### src/ipv_pkg.sv
// Package for the address text validator: character codes, limits,
// the checker state record and the verdict codes.
// No dependencies.
`default_nettype none

package ipv_pkg;

  // Character codes of interest.
  localparam logic [7:0] ChDot   = 8'h2e;
  localparam logic [7:0] ChColon = 8'h3a;
  localparam logic [7:0] ChZero  = 8'h30;
  localparam logic [7:0] ChNine  = 8'h39;
  localparam logic [7:0] ChLowA  = 8'h61;
  localparam logic [7:0] ChLowF  = 8'h66;
  localparam logic [7:0] ChUpA   = 8'h41;
  localparam logic [7:0] ChUpF   = 8'h46;

  // Limits of the two address forms.
  localparam logic [9:0] MaxOctet      = 10'd255;
  localparam logic [2:0] DottedGroups  = 3'd4;
  localparam logic [3:0] HexGroups     = 4'd8;
  localparam logic [2:0] MaxDecDigits  = 3'd3;
  localparam logic [2:0] MaxHexDigits  = 3'd4;
  localparam logic [2:0] LenSat        = 3'd5;
  localparam logic [2:0] DottedSat     = 3'd7;
  localparam logic [3:0] HexSat        = 4'd15;

  typedef enum logic [1:0] {
    VerdictNone = 2'd0,
    VerdictIpv4 = 2'd1,
    VerdictIpv6 = 2'd2
  } verdict_e;

  typedef struct packed {
    logic       saw_dot;
    logic       saw_colon;
    logic       dotted_fail;
    logic       hex_fail;
    logic [2:0] dotted_groups;
    logic [3:0] hex_groups;
    logic [2:0] group_length;
    logic [9:0] group_value;
    logic       leading_zero;
  } scan_state_t;

  // Result handed from the scanner to the output register.
  typedef struct packed {
    logic     valid;
    verdict_e verdict;
  } result_t;

endpackage

`default_nettype wire

### src/ipv_if.sv
// Channel interfaces of the address text validator: the character
// stream in and the verdict stream out.
// No dependencies.
`default_nettype none

interface ipv_char_if;
  logic       valid;
  logic       ready;
  logic [7:0] ch;
  logic       has_char;
  logic       last;

  modport source (output valid, ch, has_char, last, input ready);
  modport sink (input valid, ch, has_char, last, output ready);
endinterface

interface ipv_verdict_if;
  logic       valid;
  logic       ready;
  logic [1:0] verdict;

  modport source (output valid, verdict, input ready);
  modport sink (input valid, verdict, output ready);
endinterface

`default_nettype wire

### src/ipv_scan.sv
// Input register and the per-character update of both address checkers.
// Depends on ipv_pkg.
`default_nettype none

module ipv_scan (
  input  wire logic           clk_i,
  input  wire logic           rst_ni,
  input  wire logic           in_valid_i,
  output logic                in_ready_o,
  input  wire logic [7:0]     ch_i,
  input  wire logic           has_char_i,
  input  wire logic           last_i,
  output ipv_pkg::result_t    res_o,
  input  wire logic           res_ready_i
);

  logic                 in_valid_q;
  logic [7:0]           ch_q;
  logic                 has_char_q;
  logic                 last_q;
  logic                 advance;
  ipv_pkg::scan_state_t st_q, st_d, s1;
  logic                 is_dig, is_hex;
  logic                 dotted_bad, hex_bad;
  logic [2:0]           dg_fin;
  logic [3:0]           hg_fin;
  logic                 dfail_fin, hfail_fin;
  logic [9:0]           value_x10;

  // A transaction that ends a string needs room in the output register.
  assign advance    = in_valid_q && (!last_q || res_ready_i);
  assign in_ready_o = !in_valid_q || advance;

  always_ff @(posedge clk_i or negedge rst_ni) begin
    if (!rst_ni) begin
      in_valid_q <= 1'b0;
    end else if (in_ready_o) begin
      in_valid_q <= in_valid_i;
    end
  end

  always_ff @(posedge clk_i) begin
    if (in_ready_o && in_valid_i) begin
      ch_q       <= ch_i;
      has_char_q <= has_char_i;
      last_q     <= last_i;
    end
  end

  always_ff @(posedge clk_i or negedge rst_ni) begin
    if (!rst_ni) begin
      st_q <= '0;
    end else begin
      st_q <= st_d;
    end
  end

  assign is_dig = (ch_q >= ipv_pkg::ChZero) && (ch_q <= ipv_pkg::ChNine);
  assign is_hex = is_dig ||
                  ((ch_q >= ipv_pkg::ChLowA) && (ch_q <= ipv_pkg::ChLowF)) ||
                  ((ch_q >= ipv_pkg::ChUpA) && (ch_q <= ipv_pkg::ChUpF));
  assign value_x10 = {st_q.group_value[6:0], 3'b000} + {st_q.group_value[8:0], 1'b0};

  // Group close checks, used both on a delimiter and at the end of the string.
  function automatic logic dotted_group_bad(input ipv_pkg::scan_state_t s);
    dotted_group_bad = (s.group_length == 3'd0) ||
                       (s.group_length > ipv_pkg::MaxDecDigits) ||
                       (s.leading_zero && (s.group_length > 3'd1)) ||
                       (s.group_value > ipv_pkg::MaxOctet);
  endfunction

  function automatic logic hex_group_bad(input ipv_pkg::scan_state_t s);
    hex_group_bad = (s.group_length == 3'd0) ||
                    (s.group_length > ipv_pkg::MaxHexDigits);
  endfunction

  always_comb begin
    s1 = st_q;
    dotted_bad = dotted_group_bad(st_q);
    hex_bad    = hex_group_bad(st_q);
    if (has_char_q) begin
      if (ch_q == ipv_pkg::ChDot) begin
        s1.saw_dot     = 1'b1;
        s1.hex_fail    = 1'b1;
        s1.dotted_fail = st_q.dotted_fail || dotted_bad;
        if (st_q.dotted_groups < ipv_pkg::DottedSat) begin
          s1.dotted_groups = st_q.dotted_groups + 3'd1;
        end
        s1.group_length = 3'd0;
        s1.group_value  = 10'd0;
        s1.leading_zero = 1'b0;
      end else if (ch_q == ipv_pkg::ChColon) begin
        s1.saw_colon   = 1'b1;
        s1.dotted_fail = 1'b1;
        s1.hex_fail    = st_q.hex_fail || hex_bad;
        if (st_q.hex_groups < ipv_pkg::HexSat) begin
          s1.hex_groups = st_q.hex_groups + 4'd1;
        end
        s1.group_length = 3'd0;
        s1.group_value  = 10'd0;
        s1.leading_zero = 1'b0;
      end else begin
        if (!is_dig) begin
          s1.dotted_fail = 1'b1;
        end
        if (!is_hex) begin
          s1.hex_fail = 1'b1;
        end
        if (st_q.group_length == 3'd0) begin
          s1.leading_zero = (ch_q == ipv_pkg::ChZero);
        end
        // Only the first three digits enter the value; later ones fail on length.
        if (is_dig && (st_q.group_length < ipv_pkg::MaxDecDigits)) begin
          s1.group_value = value_x10 + {6'd0, ch_q[3:0]};
        end
        if (st_q.group_length < ipv_pkg::LenSat) begin
          s1.group_length = st_q.group_length + 3'd1;
        end
      end
    end

    // The end of the string closes the open group in both checkers.
    dfail_fin = s1.dotted_fail || dotted_group_bad(s1);
    hfail_fin = s1.hex_fail || hex_group_bad(s1);
    dg_fin    = (s1.dotted_groups < ipv_pkg::DottedSat) ? s1.dotted_groups + 3'd1
                                                        : s1.dotted_groups;
    hg_fin    = (s1.hex_groups < ipv_pkg::HexSat) ? s1.hex_groups + 4'd1
                                                  : s1.hex_groups;

    res_o.valid   = in_valid_q && last_q;
    res_o.verdict = ipv_pkg::VerdictNone;
    if (s1.saw_dot) begin
      if (!dfail_fin && (dg_fin == ipv_pkg::DottedGroups)) begin
        res_o.verdict = ipv_pkg::VerdictIpv4;
      end
    end else if (s1.saw_colon) begin
      if (!hfail_fin && (hg_fin == ipv_pkg::HexGroups)) begin
        res_o.verdict = ipv_pkg::VerdictIpv6;
      end
    end

    if (!advance) begin
      st_d = st_q;
    end else if (last_q) begin
      st_d = '0;
    end else begin
      st_d = s1;
    end
  end

endmodule

`default_nettype wire

### src/ipv_out.sv
// Result register of the address text validator; holds a verdict until
// the receiver takes it.
// Depends on ipv_pkg.
`default_nettype none

module ipv_out (
  input  wire logic              clk_i,
  input  wire logic              rst_ni,
  input  wire ipv_pkg::result_t  res_i,
  output logic                   res_ready_o,
  output logic                   out_valid_o,
  input  wire logic              out_ready_i,
  output logic [1:0]             verdict_o
);

  logic             out_valid_q;
  ipv_pkg::verdict_e verdict_q;

  assign res_ready_o = !out_valid_q || out_ready_i;
  assign out_valid_o = out_valid_q;
  assign verdict_o   = verdict_q;

  always_ff @(posedge clk_i or negedge rst_ni) begin
    if (!rst_ni) begin
      out_valid_q <= 1'b0;
    end else if (res_ready_o) begin
      out_valid_q <= res_i.valid;
    end
  end

  always_ff @(posedge clk_i) begin
    if (res_ready_o && res_i.valid) begin
      verdict_q <= res_i.verdict;
    end
  end

endmodule

`default_nettype wire

### src/ip_address_text_validator.sv
// Address text validator: checks a character stream for a dotted IPv4 or
// a colon-separated IPv6 address. Depends on ipv_pkg, ipv_if, ipv_scan
// and ipv_out.
//
// Use: send the string one character per transaction on char_i, with last
// set on the final one. has_char = 0 carries no character; with last it ends
// the string (an empty string gives neither), without last it is dropped.
// One transaction on verdict_o follows each string: 0 neither, 1 IPv4,
// 2 IPv6. A dot anywhere makes the dotted rules decide; otherwise a colon
// makes the hex rules decide; with neither delimiter the verdict is neither.
// Throughput: one character per cycle, unless a string end waits for room
// in the result register. A verdict passes the input register, which takes
// its last character, and then the result register. If the receiver
// stalls, the result register holds the verdict and the input register
// holds one more character; characters that do not end a string keep
// flowing, and the string end after it waits.
// Reset clears the valid flags of both registers and all checker state;
// the block is ready straight out of reset.
`default_nettype none

module ip_address_text_validator (
  input  wire logic      clk_i,
  input  wire logic      rst_ni,
  ipv_char_if.sink       char_i,
  ipv_verdict_if.source  verdict_o
);

  ipv_pkg::result_t res;
  logic             res_ready;

  ipv_scan u_scan (
    .clk_i       (clk_i),
    .rst_ni      (rst_ni),
    .in_valid_i  (char_i.valid),
    .in_ready_o  (char_i.ready),
    .ch_i        (char_i.ch),
    .has_char_i  (char_i.has_char),
    .last_i      (char_i.last),
    .res_o       (res),
    .res_ready_i (res_ready)
  );

  ipv_out u_out (
    .clk_i       (clk_i),
    .rst_ni      (rst_ni),
    .res_i       (res),
    .res_ready_o (res_ready),
    .out_valid_o (verdict_o.valid),
    .out_ready_i (verdict_o.ready),
    .verdict_o   (verdict_o.verdict)
  );

endmodule

`default_nettype wire

### src/flat_wrapper.sv
// flat-port wrapper written by rule: the top's interface ports become plain ports
module ip_address_text_validator_flat 
  (clk_i, rst_ni, char_i_valid, char_i_ch, char_i_has_char, char_i_last, char_i_ready, verdict_o_valid, verdict_o_verdict, verdict_o_ready);
  ipv_char_if char_i_i ();
  ipv_verdict_if verdict_o_i ();
  input  wire logic clk_i;
  input  wire logic rst_ni;
  input wire logic [$bits(char_i_i.valid)-1:0] char_i_valid;
  input wire logic [$bits(char_i_i.ch)-1:0] char_i_ch;
  input wire logic [$bits(char_i_i.has_char)-1:0] char_i_has_char;
  input wire logic [$bits(char_i_i.last)-1:0] char_i_last;
  output wire logic [$bits(char_i_i.ready)-1:0] char_i_ready;
  output wire logic [$bits(verdict_o_i.valid)-1:0] verdict_o_valid;
  output wire logic [$bits(verdict_o_i.verdict)-1:0] verdict_o_verdict;
  input wire logic [$bits(verdict_o_i.ready)-1:0] verdict_o_ready;
  assign char_i_i.valid = char_i_valid;
  assign char_i_i.ch = char_i_ch;
  assign char_i_i.has_char = char_i_has_char;
  assign char_i_i.last = char_i_last;
  assign char_i_ready = char_i_i.ready;
  assign verdict_o_valid = verdict_o_i.valid;
  assign verdict_o_verdict = verdict_o_i.verdict;
  assign verdict_o_i.ready = verdict_o_ready;
  ip_address_text_validator u_core (.clk_i(clk_i), .rst_ni(rst_ni), .char_i(char_i_i), .verdict_o(verdict_o_i));
endmodule
### config.mk
export PLATFORM = sky130hd
export DESIGN_NAME = ip_address_text_validator_flat
export DESIGN_NICKNAME = d
export VERILOG_FILES = /design/src/ipv_pkg.sv /design/src/ipv_if.sv /design/src/ipv_scan.sv /design/src/ipv_out.sv /design/src/ip_address_text_validator.sv /design/src/flat_wrapper.sv
export SDC_FILE = /design/constraint.sdc
export NUM_CORES = 1
export LEC_CHECK = 0
export BUFFER_PORTS_ARGS = -buffer_cell sky130_fd_sc_hd__buf_2
export CAP_MARGIN = 20
export CORE_ASPECT_RATIO = 1.4
export CORE_UTILIZATION = 35
export DETAILED_ROUTE_END_ITERATION = 10
export HOLD_SLACK_MARGIN = 0.02
export PLACE_DENSITY_LB_ADDON = 0.12
export SETUP_SLACK_MARGIN = 0.05
export SYNTH_ARGS = -nofsm -noshare
export SYNTH_HDL_FRONTEND = slang
export SYNTH_HIERARCHICAL = 1
export SYNTH_SLANG_ARGS = --single-unit
### constraint.sdc
create_clock -name clk_i -period 7.2 [get_ports clk_i]
set_clock_uncertainty 0.2 [all_clocks]
set_input_delay 1.44 -clock clk_i [delete_from_list [all_inputs] [get_ports clk_i]]
set_output_delay 1.44 -clock clk_i [all_outputs]
set_load 0.005 [all_outputs]
Word-level counts from Yosys, hierarchy flattened
Cells that the tools add are included. W data, S select, Z words.

Bits in registers: 39. Input port bits: 14.

Eq/ne operators: 5. Mux-type cells: 25. Add/subtract/negate cells: 7. Magnitude comparators: 20. Reductions and logical operators: 36.

Operators by type and width (count): $mux W25 (2); $mux W14 (2); $eq A8 B6 Y1 const B (3); $gt A10 B8 Y1 const B (2); $logic_or A1 B1 Y1 (17); $ge A8 B7 Y1 const B (2); $le A8 B7 Y1 const B (2); $mux W4 (4); $logic_and A1 B1 Y1 (12); $mux W3 (4); $add A10 B10 Y10 (1); $add A10 B4 Y10 (1); $mux W10 (1); $mux W2 (5); $add A3 B1 Y3 const B (3); $lt A3 B3 Y1 const B (3); $add A4 B1 Y4 const B (2); $ge A8 B6 Y1 const B (1); $le A8 B6 Y1 const B (1); $lt A4 B4 Y1 const B (2); $mux W1 (7); $gt A3 B1 Y1 const B (2); $gt A3 B2 Y1 const B (2); $gt A3 B3 Y1 const B (2); 5 further kinds (10).

Logic depth before layout (Yosys ltp)
Gate-level depths: netlist of run 1.

Depth in word-level cells: 17. Gate-level depth with buffers: 11.

Cells and area by module
The synthesis of run 1 kept the hierarchy.

By module, submodules not included: ipv_scan (area each 2538.7 um2, instances 1, cells an instance 270, seq. area each 950.9 um2); ipv_out (area each 113.9 um2, instances 1, cells an instance 6, seq. area each 85.1 um2).

Worst setup path before layout of run 1
OpenSTA, ideal clock, no wires.

Path type: input port to output port. Start point: input port verdict_o_ready. End point: output port char_i_ready. Setup slack: 3.814 ns. Arrival: 1.746 ns. Stages: 2. Cell sequence: nand2b_4 nand2b_1.

Cells in the longest elaborated chain, start to end: 4.

RTL lines: from (decl) (line flat_wrapper.sv:15) `input wire logic [$bits(verdict_o_i.ready)-1:0] verdict_o_ready;`; $logic_or A1 B1 Y1 (line ipv_out.sv:19) `assign res_ready_o = !out_valid_q || out_ready_i;`; $logic_or A1 B1 Y1 (line ipv_scan.sv:31) `assign advance = in_valid_q && (!last_q || res_ready_i);`; $logic_and A1 B1 Y1 (line ipv_scan.sv:31); $logic_or A1 B1 Y1 (line ipv_scan.sv:32) `assign in_ready_o = !in_valid_q || advance;`; to (decl) (line flat_wrapper.sv:12) `output wire logic [$bits(char_i_i.ready)-1:0] char_i_ready;`.

Every way passes these cells.

Worst setup path in the final report of run 1
Start point: input port verdict_o_ready. End point: output port char_i_ready.

Cells in the longest elaborated chain, start to end: 4.

RTL lines: $logic_or A1 B1 Y1 (line ipv_out.sv:19); net u_core.res_ready (line ip_address_text_validator.sv:29) `logic res_ready;`; $logic_or A1 B1 Y1 (line ipv_scan.sv:31); $logic_and A1 B1 Y1 (line ipv_scan.sv:31); $logic_or A1 B1 Y1 (line ipv_scan.sv:32).

The timed path passes the listed nets, and every way through them passes these cells.

==> summary.md, run 1 <==
| Metric | Value |
|---|---|
| Worst-Skew Late Latency | `roughly 0.30 ns` |
| Post-Route WL | `between 5000 and 6000 µm` |
| Syn avg cell area | `9.61 µm²` |
| DRT antenna net count | `0` |
| Total Neg Setup Slack | `0 ns` |
| Placer Congestion | `approximately 0.75` |
| Internal power | `between 0.0003 and 0.0004 W` |
| Drt pass-1 iters | `5` |
| Top cell type's share of synthesized area | `25.5%` |
| Reg clk slew, reported paths | `approximately 0.080 ns` |
| Post-synth top cells | `dfrtp_1, nand2_1, a21oi_1, ha_1, nor2_1` |
| Vias per std cell | `~5.3` |
| Resize count post-CTS | `0` |
| Synth unique cells | `60` |
| Hpwl dp | `approximately 4600 µm` |
| Longest Clk Path Bufs | `2` |
| DRT iter0 DRCs | `76` |
| Critical Path Max Stage Delay | `approximately 0.17 ns` |
| CTS tree | `built` |
| Synth area leader | `dfrtp_1` |
| Sequential share of power | `approximately half` |
| Area of the mapped netlist | `between 0.002 and 0.003 mm²` |
| CP Cell Sequence | `buf_2, nand2b_4, nand2b_1, buf_2` |
| I/O Pins | `18` |
| Core area | `between 0.007 and 0.008 mm²` |
| Largest net degree at the start of global routing | `28` |
| Final setup fails | `0` |
| Layout fillers | `between 700 and 800` |
| Layout cell share with drive strength beyond 1 | `between 10% and 20%` |
| Number of synthesized flops with an enable pin | `12` |
| Vias in the first global route | `2136` |
| Die area | `~0.0079 mm²` |
| Num rows | `37` |
| Crit-path slowest cell | `nand2b_1` |
| Overall global routing resource usage | `between 10% and 20%` |
| Most used cell along the critical path | `buf_2` |
| Synth top area cells | `dfrtp_1, edfxtp_1, ha_1, a21oi_1, nand2_1` |
| CP max FO | `6` |
| Hold Crit Class | `register to register` |
| Top FF cell, synth | `dfrtp_1` |
| CTS buffer count | `5` |
| Post-layout minimum cycle time | `3.62 ns` |
| Fin Hold WS | `0.286 ns` |
| Total number of yosys warnings | `6` |
| Max_cap viols | `0` |
| CTS Root Cell | `clkbuf_8` |
| Pwr Density | `~180 mW/mm²` |
| Switching Power | `approximately 0.00014 W` |
| Routed wire per std cell | `about 15 µm` |
| DIE HEIGHT | `105 µm` |
| R2R cell count | `11` |
| Clock Power Share | `36.0%` |
| CP required | `about 5.6 ns` |
| Seq/Total Area, Yosys | `39.1%` |
| Endpoints failing hold | `0` |
| P_leak | `between 1 and 1.5 nW` |
| Slew Viols, Final | `0` |
| Buffers & Inverters on Critical Path | `2` |
| Hold-critical path depth | `2` |
| Net Count, Synth | `roughly 320` |
| Final layout net count | `about 330` |
| Clk sinks | `39` |
| Post-CTS Hold Buffers | `0` |
| Sw Ratio | `a little over a quarter` |
| First-pass GRT wire length | `just over 10000 µm` |
| ANT cells | `0` |
| Status | `finished, final reports clean` |
| Worst Path Arrival | `~2.0 ns` |
| Logic pwr share | `around 14%` |
| WP depth | `4` |
| Reg2Reg Setup Slack | `3.85 ns` |
| Worst vdd ir | `approximately 0.073 mV` |
| Via count of the routed design | `2062` |
| # DRC | `0` |
| Worst setup path class | `input pin to output pin` |
| CP top delay family | `simple AND/OR/NAND/NOR gates` |
| Crit end category | `output pin` |
| Chip width | `75.6 µm` |
| Worst-Margin Slew | `~0.7 ns` |
| Crit share post-route | `between 50% and 60%` |
| Max_slew headroom | `between 50% and 60%` |
| Initial core utilization | `between 30 and 40%` |
| CP startpoint kind | `input pin` |
| Htree depth | `2` |
| Top-count cell post-synth | `dfrtp_1` |
| Cells after synthesis | `~280` |
| IO buf count | `17` |
| Fmax | `roughly 0.28 GHz` |
| Number of post-CTS setup repair buffers | `0` |
| Yosys reg bits | `39` |
| Overflow after GRT | `0` |
| Initial antenna violation count | `0` |
| Asr flop ratio synth | `between 60 and 70%` |
| Synth-to-layout area growth | `10.8%` |
| Unrepaired setup endpoints after global routing | `no` |
-- area by class of cell --
class	count	area (µm²)	share of cell area, %
clock buffer	5	68.8	2.34
multi-input combinational	213	1520	51.6
sequential	39	1040	35.2
inverter	16	60.1	2.04
timing repair buffer	18	92.6	3.15
clock inverter	3	43.8	1.49
tap	97	121	4.13
-- cell usage in the layout (no fill, tap or decap), types with 4 or more instances in the layout --
| cell type | count |
|---|---|
| clkbuf_8 | 5 |
| a21o_1 | 4 |
| o31ai_1 | 4 |
| ha_1 | 24 |
| nand2b_1 | 10 |
| and2_1 | 7 |
| edfxtp_1 | 12 |
| a21oi_1 | 25 |
| dfrtp_1 | 27 |
| o21ai_0 | 16 |
| a22o_1 | 8 |
| nand3_1 | 5 |
| nand2_1 | 26 |
| xor2_1 | 4 |
| buf_2 | 17 |
| nor3_1 | 4 |
| nor2_1 | 17 |
| inv_1 | 16 |
-- logic make-up after synthesis --
logic type | after synthesis | share of synthesized area (%)
and+or+nand+nor | 93 | 20.0
DFF | 39 | 39.1
AOI/OAI and AO/OA | 84 | 20.7
buffers and inverters | 24 | 3.73
muxes | 3 | 1.32
adders and majority gates | 26 | 12.8
xor gates and xnor gates | 7 | 2.31
-- path summary, 6_finish.rpt --
| path | start | to |
|---|---|---|
| setup / recovery | verdict_o_ready | char_i_ready |
| hold / removal | u_core/u_scan/st_q[10]$_DFFE_PN0P_ | u_core/u_scan/st_q[10]$_DFFE_PN0P_ |
| setup reg to reg | u_core/u_scan/ch_q[0]$_DFFE_PP_ | u_core/u_out/verdict_o[0]$_DFFE_PP_ |
| hold reg to reg | u_core/u_scan/st_q[10]$_DFFE_PN0P_ | u_core/u_scan/st_q[10]$_DFFE_PN0P_ |
| max in group asynchronous | rst_ni | u_core/u_scan/st_q[9]$_DFFE_PN0P_ |
| min in group asynchronous | rst_ni | u_core/u_scan/st_q[3]$_DFFE_PN0P_ |
-- metal layers --
metal  wire length (µm)  GRT usage, %  vias to the layer above
li1                   -             -                     1048
met1               2480          19.4                      968
met2               3070          29.3                       29
met3                129          3.38                       17
met4                226          8.20                        0
met5                  0             0                        -
-- power groups by stage --
stage | Combinational (W) | Clock, W | Sequential, W
6_report | 0.0000740 | 0.000186 | 0.000256
5_1_grt | 0.0000860 | 0.000200 | 0.000258
4_1_cts | 0.0000759 | 0.000192 | 0.000256
3_5_place_dp | 0.0000754 | 0 | 0.000260
3_3_place_gp | 0.0000756 | 0 | 0.000261
2_1_floorplan | 0.0000545 | 0 | 0.000253
-- per-stage QoR --
stage	worst slack (ns)	std cells	util [%]	instance area, µm²	power [W]
global route	3.54	391	39.9	2940	0.000544
global placement	3.58	383	38.4	2830	0.000336
floorplan	3.81	276	-	2650	0.000308
finish	3.58	391	39.9	2940	0.000515
CTS	3.57	391	39.9	2940	0.000523
detailed placement	3.57	383	38.4	2830	0.000335
-- sequential cells by signal, indices dropped and copies added, names as in the netlist --
register	count
u_core/u_scan/st_q	25
u_core/u_scan/ch_q	8
u_core/u_out/verdict_o	2
u_core/u_out/out_valid_o	1
u_core/u_scan/has_char_q	1
u_core/u_scan/in_valid_q	1
u_core/u_scan/last_q	1
-- worst reg2reg max path: stages (launching register included) --
cell and delay (ns):
edfxtp_1 0.47, or3_4 0.47, or4_4 0.53, a21oi_1 0.19
a21oi_1 0.10, ha_1 0.25, or3_1 0.31, a21oi_1 0.15
a21oi_1 0.05, o21ai_0 0.16, nand4_1 0.12, a211oi_2 0.18
(Power assumes the default switching activity.)
==> run 2, diff against run 1 <==
- clock period: 7.2 -> 3.7 ns (I/O delays scaled with it)
==> summary.md, run 2 (synthesis results as in run 1) <==
| Metric | Value |
|---|---|
| CTS Root Cell | `clkbuf_8` |
| Hold Crit Class | `input pin to async pin` |
| Max_cap viols | `0` |
| Crit share post-route | `90.2%` |
| DIE HEIGHT | `between 100 and 150 µm` |
| Htree depth | `2` |
| Final layout net count | `between 300 and 400` |
| Final worst slack | `0.363 ns` |
| Total Neg Setup Slack | `0 ns` |
| Resize count post-CTS | `0` |
| Most common cell after layout, fill and taps aside | `dfrtp_1` |
| Die area | `a little under 0.008 mm²` |
| Initial core utilization | `approximately 36%` |
| Crit end category | `register` |
| Crit-path slowest cell | `or4_4` |
| First-pass GRT wire length | `approximately 10000 µm` |
| Most used cell along the critical path | `a21oi_1` |
| Worst setup path class | `register to register` |
| Final setup fails | `0` |
| Fmax | `0.300 GHz` |
| Setup WS pre-CTS | `0.387 ns` |
| Overall global routing resource usage | `around 18%` |
| Longest Clk Path Bufs | `2` |
| I/O Pins | `18` |
| CP max FO | `6` |
| CP Cell Sequence | `or3_4, or4_4, a21oi_1, a21oi_1, ha_1, or3_1, a21oi_1, a21oi_1, o21ai_0, nand4_1, a211oi_2` |
| Endpoints failing hold | `0` |
| Post-CTS Hold Buffers | `0` |
| Vias in the first global route | `between 2000 and 2500` |
| Slew Viols, Final | `0` |
| Layout cell share with drive strength beyond 1 | `13.8%` |
| Critical Path Max Stage Delay | `approximately 0.52 ns` |
| Number of post-CTS setup repair buffers | `0` |
| Status | `finished, final reports clean` |
| Clk sinks | `39` |
| CP required | `around 3.7 ns` |
| Overflow after GRT | `0` |
| Commonest cells after routing, fill and taps aside | `dfrtp_1, nand2_1, a21oi_1` |
| Worst-Skew Late Latency | `around 0.29 ns` |
| Initial antenna violation count | `0` |
| Vias per std cell | `~5.3` |
| Hpwl dp | `approximately 4800 µm` |
| Synth-to-layout area growth | `10.9%` |
| Pwr Density | `319 mW/mm²` |
| ANT cells | `0` |
| Layout fillers | `772` |
| P_leak | `~1.3 nW` |
| CTS buffer count | `5` |
| Routed wire per std cell | `15.7 µm` |
| Via count of the routed design | `about 2100` |
| Largest register FFs | `25` |
| Max_slew headroom | `around 55%` |
| Reg clk slew, reported paths | `about 0.080 ns` |
| Chip width | `75.6 µm` |
| Placed cell count | `between 300 and 400` |
| Num rows | `37` |
| Post-Route WL | `6220 µm` |
| Core area | `0.00736 mm²` |
| IO buf count | `17` |
| # DRC | `0` |
| Worst-Margin Slew | `about 0.67 ns` |
| Biggest register | `u_core/u_scan/st_q` |
| Worst Path Arrival | `approximately 3.3 ns` |
| Largest net degree at the start of global routing | `28` |
| DRT antenna net count | `0` |
| Drt pass-1 iters | `4` |
| Post-layout minimum cycle time | `3.34 ns` |
| DRT iter0 DRCs | `between 100 and 150` |
| Worst vdd ir | `between 0.15 and 0.2 mV` |
| Finished Layout Cells | `395` |
| CTS tree | `built` |
| CP startpoint kind | `register` |
| Placer Congestion | `0.777` |
| Unrepaired setup endpoints after global routing | `no` |
[run 2: metal layers]
metal	wire length, µm	track usage (%)	part of all wire (%)	up-vias
met5	0	0	0	-
met4	189	7.80	3.0	0
met3	120	2.70	1.9	15
met2	3290	30.6	53	30
met1	2620	21.0	42	1010
li1	-	-	-	1054
[run 2: power by group]
| group | internal, W | switching (W) |
|---|---|---|
| Sequential | 0.000465 | 0.0000300 |
| Combinational | 0.0000653 | 0.0000872 |
| Clock | 0.000132 | 0.000160 |
[run 2: critical path, delay by kind of cell (launching register included)]
kind,cells,cell delay [ns]
and+or+nand+nor,4,1.43
DFF,1,0.46
AOI/OAI and AO/OA,6,0.84
adders and majority gates,1,0.26
[run 2: metrics by stage]
step,hold slack [ns],util (%),power [W],cell area (µm²)
after floorplan,0.241,-,0.000598,2650
final,0.275,40.0,0.000939,2940
after global routing,0.307,40.0,0.00100,2940
after global placement,0.280,38.8,0.000659,2860
after detailed placement,0.263,38.8,0.000659,2860
after CTS,0.282,40.0,0.000955,2940
[run 2: final timing paths]
kind                                                    start                             endpoint  slack, ns  cells past startpoint
setup / recovery              u_core/u_scan/ch_q[0]$_DFFE_PP_  u_core/u_out/verdict_o[0]$_DFFE_PP_       0.36                     11
hold / removal                                         rst_ni   u_core/u_scan/st_q[12]$_DFFE_PN0P_       0.27                      1
setup reg to reg              u_core/u_scan/ch_q[0]$_DFFE_PP_  u_core/u_out/verdict_o[0]$_DFFE_PP_       0.36                     11
hold reg to reg            u_core/u_scan/st_q[10]$_DFFE_PN0P_   u_core/u_scan/st_q[10]$_DFFE_PN0P_       0.28                      2
max in group asynchronous                              rst_ni    u_core/u_scan/st_q[4]$_DFFE_PN0P_       2.59                      1
min in group clk_i         u_core/u_scan/st_q[10]$_DFFE_PN0P_   u_core/u_scan/st_q[10]$_DFFE_PN0P_       0.28                      2
[run 2: final cells by class]
type | count | area [µm²] | area share (%)
Tap cell | 97 | 121 | 4.12
Clock inverter | 2 | 12.5 | 0.425
Sequential cell | 39 | 1040 | 35.2
Inverter | 16 | 60.1 | 2.04
Multi-Input combinational cell | 213 | 1520 | 51.6
Clock buffer | 6 | 72.6 | 2.47
Timing Repair Buffer | 22 | 123 | 4.17
==> run 3, diff against run 2 <==
- CAP_MARGIN: 20 -> unset
- CORE_UTILIZATION: 35 -> 50
==> summary.md, run 3 (synthesis results as in run 1) <==
| Metric | Value |
|---|---|
| Status | `finished, final reports clean` |
| Final core utilization | `between 50% and 60%` |
| CP Cell Sequence | `or3_4, or4_4, a21oi_1, a21oi_1, ha_1, or3_1, a21oi_1, a21oi_1, o21ai_0, nand4_1, a211oi_2` |
| Htree depth | `2` |
| # DRC | `0` |
| Largest net degree at the start of global routing | `28` |
| Reg2Reg Setup Slack | `roughly 0.34 ns` |
| Area of the multi-input gates | `roughly 0.0015 mm²` |
| Layout cell share with drive strength beyond 1 | `13.8%` |
| Unrepaired setup endpoints after global routing | `no` |
| Worst Path Arrival | `3.29 ns` |
| Final layout net count | `approximately 340` |
| Num rows | `31` |
| CTS tree | `built` |
| Endpoints failing hold | `0` |
| Die area | `~0.0056 mm²` |
| Core area | `about 0.0051 mm²` |
| Reg clk slew, reported paths | `~0.08 ns` |
| Reg area | `slightly above 0.001 mm²` |
| CP startpoint kind | `register` |
| Placer Congestion | `just under 0.9` |
| Worst-Skew Late Latency | `around 0.29 ns` |
| DRT antenna net count | `0` |
| Initial core utilization | `51.8%` |
| Fmax | `0.298 GHz` |
| Max_cap viols | `0` |
| Vias in the first global route | `about 2000` |
| CP required | `approximately 3.6 ns` |
| Largest register FFs | `25` |
| Critical path origin | `u_core/u_scan/ch_q[0]$_DFFE_PP_` |
| CTS buffer count | `5` |
| Slew Viols, Final | `0` |
| Longest Clk Path Bufs | `2` |
| First-pass GRT wire length | `around 9300 µm` |
| Via count of the routed design | `2088` |
| DRT iter0 DRCs | `between 70 and 80` |
| P_leak | `roughly 1.3 nW` |
| Layout fillers | `477` |
| CTS Root Cell | `clkbuf_8` |
| Post-Route WL | `5630 µm` |
| Chip width | `roughly 64 µm` |
| CP max FO | `6` |
| Worst Setup EP | `u_core/u_out/verdict_o[0]$_DFFE_PP_` |
| Worst-Margin Slew | `a little over 0.6 ns` |
| Worst reg2reg path startpoint | `u_core/u_scan/ch_q[0]$_DFFE_PP_` |
| Final setup fails | `0` |
| Most used cell along the critical path | `a21oi_1` |
| Clk sinks | `39` |
| I/O Pins | `18` |
| Crit end category | `register` |
| Worst setup path class | `register to register` |
| Resize count post-CTS | `0` |
| Hpwl dp | `4300 µm` |
| Vias per std cell | `between 5 and 6` |
| DIE HEIGHT | `a little under 90 µm` |
| Hold Crit Class | `input pin to async pin` |
| ANT cells | `0` |
| Crit share post-route | `about nine tenths` |
| Worst vdd ir | `around 0.19 mV` |
| Biggest register | `u_core/u_scan/st_q` |
| R2R cell count | `11` |
| Overflow after GRT | `0` |
| Most common cell after layout, fill and taps aside | `dfrtp_1` |
| Synth-to-layout area growth | `9.48%` |
| Worst R2R End | `u_core/u_out/verdict_o[0]$_DFFE_PP_` |
| Post-CTS Hold Buffers | `0` |
| Number of post-CTS setup repair buffers | `0` |
| IO buf count | `17` |
| Commonest cells after routing, fill and taps aside | `dfrtp_1, nand2_1, a21oi_1` |
| Overall global routing resource usage | `21.9%` |
| Routed wire per std cell | `15.5 µm` |
| Initial antenna violation count | `0` |
| Pwr Density | `about 320 mW/mm²` |
| Critical Path Max Stage Delay | `between 0.5 and 0.6 ns` |
| Drt pass-1 iters | `4` |
| Crit-path slowest cell | `or4_4` |
| Post-layout minimum cycle time | `approximately 3.4 ns` |
| Max_slew headroom | `58.4%` |
| Total Neg Setup Slack | `0 ns` |
-- run 3: cell counts in the layout (fill, tap and decap cells not counted) --
No cell type changed its count.
-- run 3: layer usage --
metal	track usage (%)	vias up	part of all wire, %
met2	40.9	21	54
met5	0	-	0
met4	7.85	0	1.4
met3	3.78	6	1.7
met1	24.6	1009	43
li1	-	1052	-
-- run 3: stage by stage --
| stage | hold WS [ns] | worst slack (ns) | power [W] | area [µm²] | cells |
|---|---|---|---|---|---|
| floorplan | 0.241 | 0.634 | 0.000598 | 2650 | 276 |
| global placement | 0.286 | 0.483 | 0.000651 | 2820 | 356 |
| detailed placement | 0.289 | 0.382 | 0.000652 | 2820 | 356 |
| CTS | 0.291 | 0.355 | 0.000936 | 2900 | 364 |
| global route | 0.330 | 0.144 | 0.000975 | 2900 | 364 |
| finish | 0.262 | 0.343 | 0.000927 | 2900 | 364 |
-- run 3: final cells by class --
class | count | area share, %
multi-input combinational | 213 | 52.3
clock buffer | 6 | 2.50
tap | 66 | 2.84
sequential | 39 | 35.7
inverter | 16 | 2.07
timing repair buffer | 22 | 4.22
clock inverter | 2 | 0.431
-- run 3: worst max-delay path: cells and delay by family, from the launching register on --
family          cells  cell delay (ns)
flops               1             0.47
compound gates      6             0.83
fa+ha+maj           1             0.26
simple gates        4             1.43
-- run 3: how the worst min path moves through the flow --
stage | from | endpoint | slack (ns) | depth (start not counted)
6_report | rst_ni | u_core/u_scan/st_q[12]$_DFFE_PN0P_ | 0.26 | 1
5_1_grt | rst_ni | u_core/u_scan/st_q[9]$_DFFE_PN0P_ | 0.33 | 1
4_1_cts | rst_ni | u_core/u_scan/st_q[11]$_DFFE_PN0P_ | 0.29 | 1
3_5_place_dp | u_core/u_scan/st_q[10]$_DFFE_PN0P_ | u_core/u_scan/st_q[10]$_DFFE_PN0P_ | 0.29 | 2
3_3_place_gp | u_core/u_scan/st_q[10]$_DFFE_PN0P_ | u_core/u_scan/st_q[10]$_DFFE_PN0P_ | 0.29 | 2
2_1_floorplan | rst_ni | u_core/u_out/out_valid_o$_DFFE_PN0P_ | 0.24 | 0
-- run 3: where the power goes --
group          switching (W)  internal, W
Combinational      0.0000833    0.0000646
Clock               0.000152     0.000132
Sequential         0.0000292     0.000465
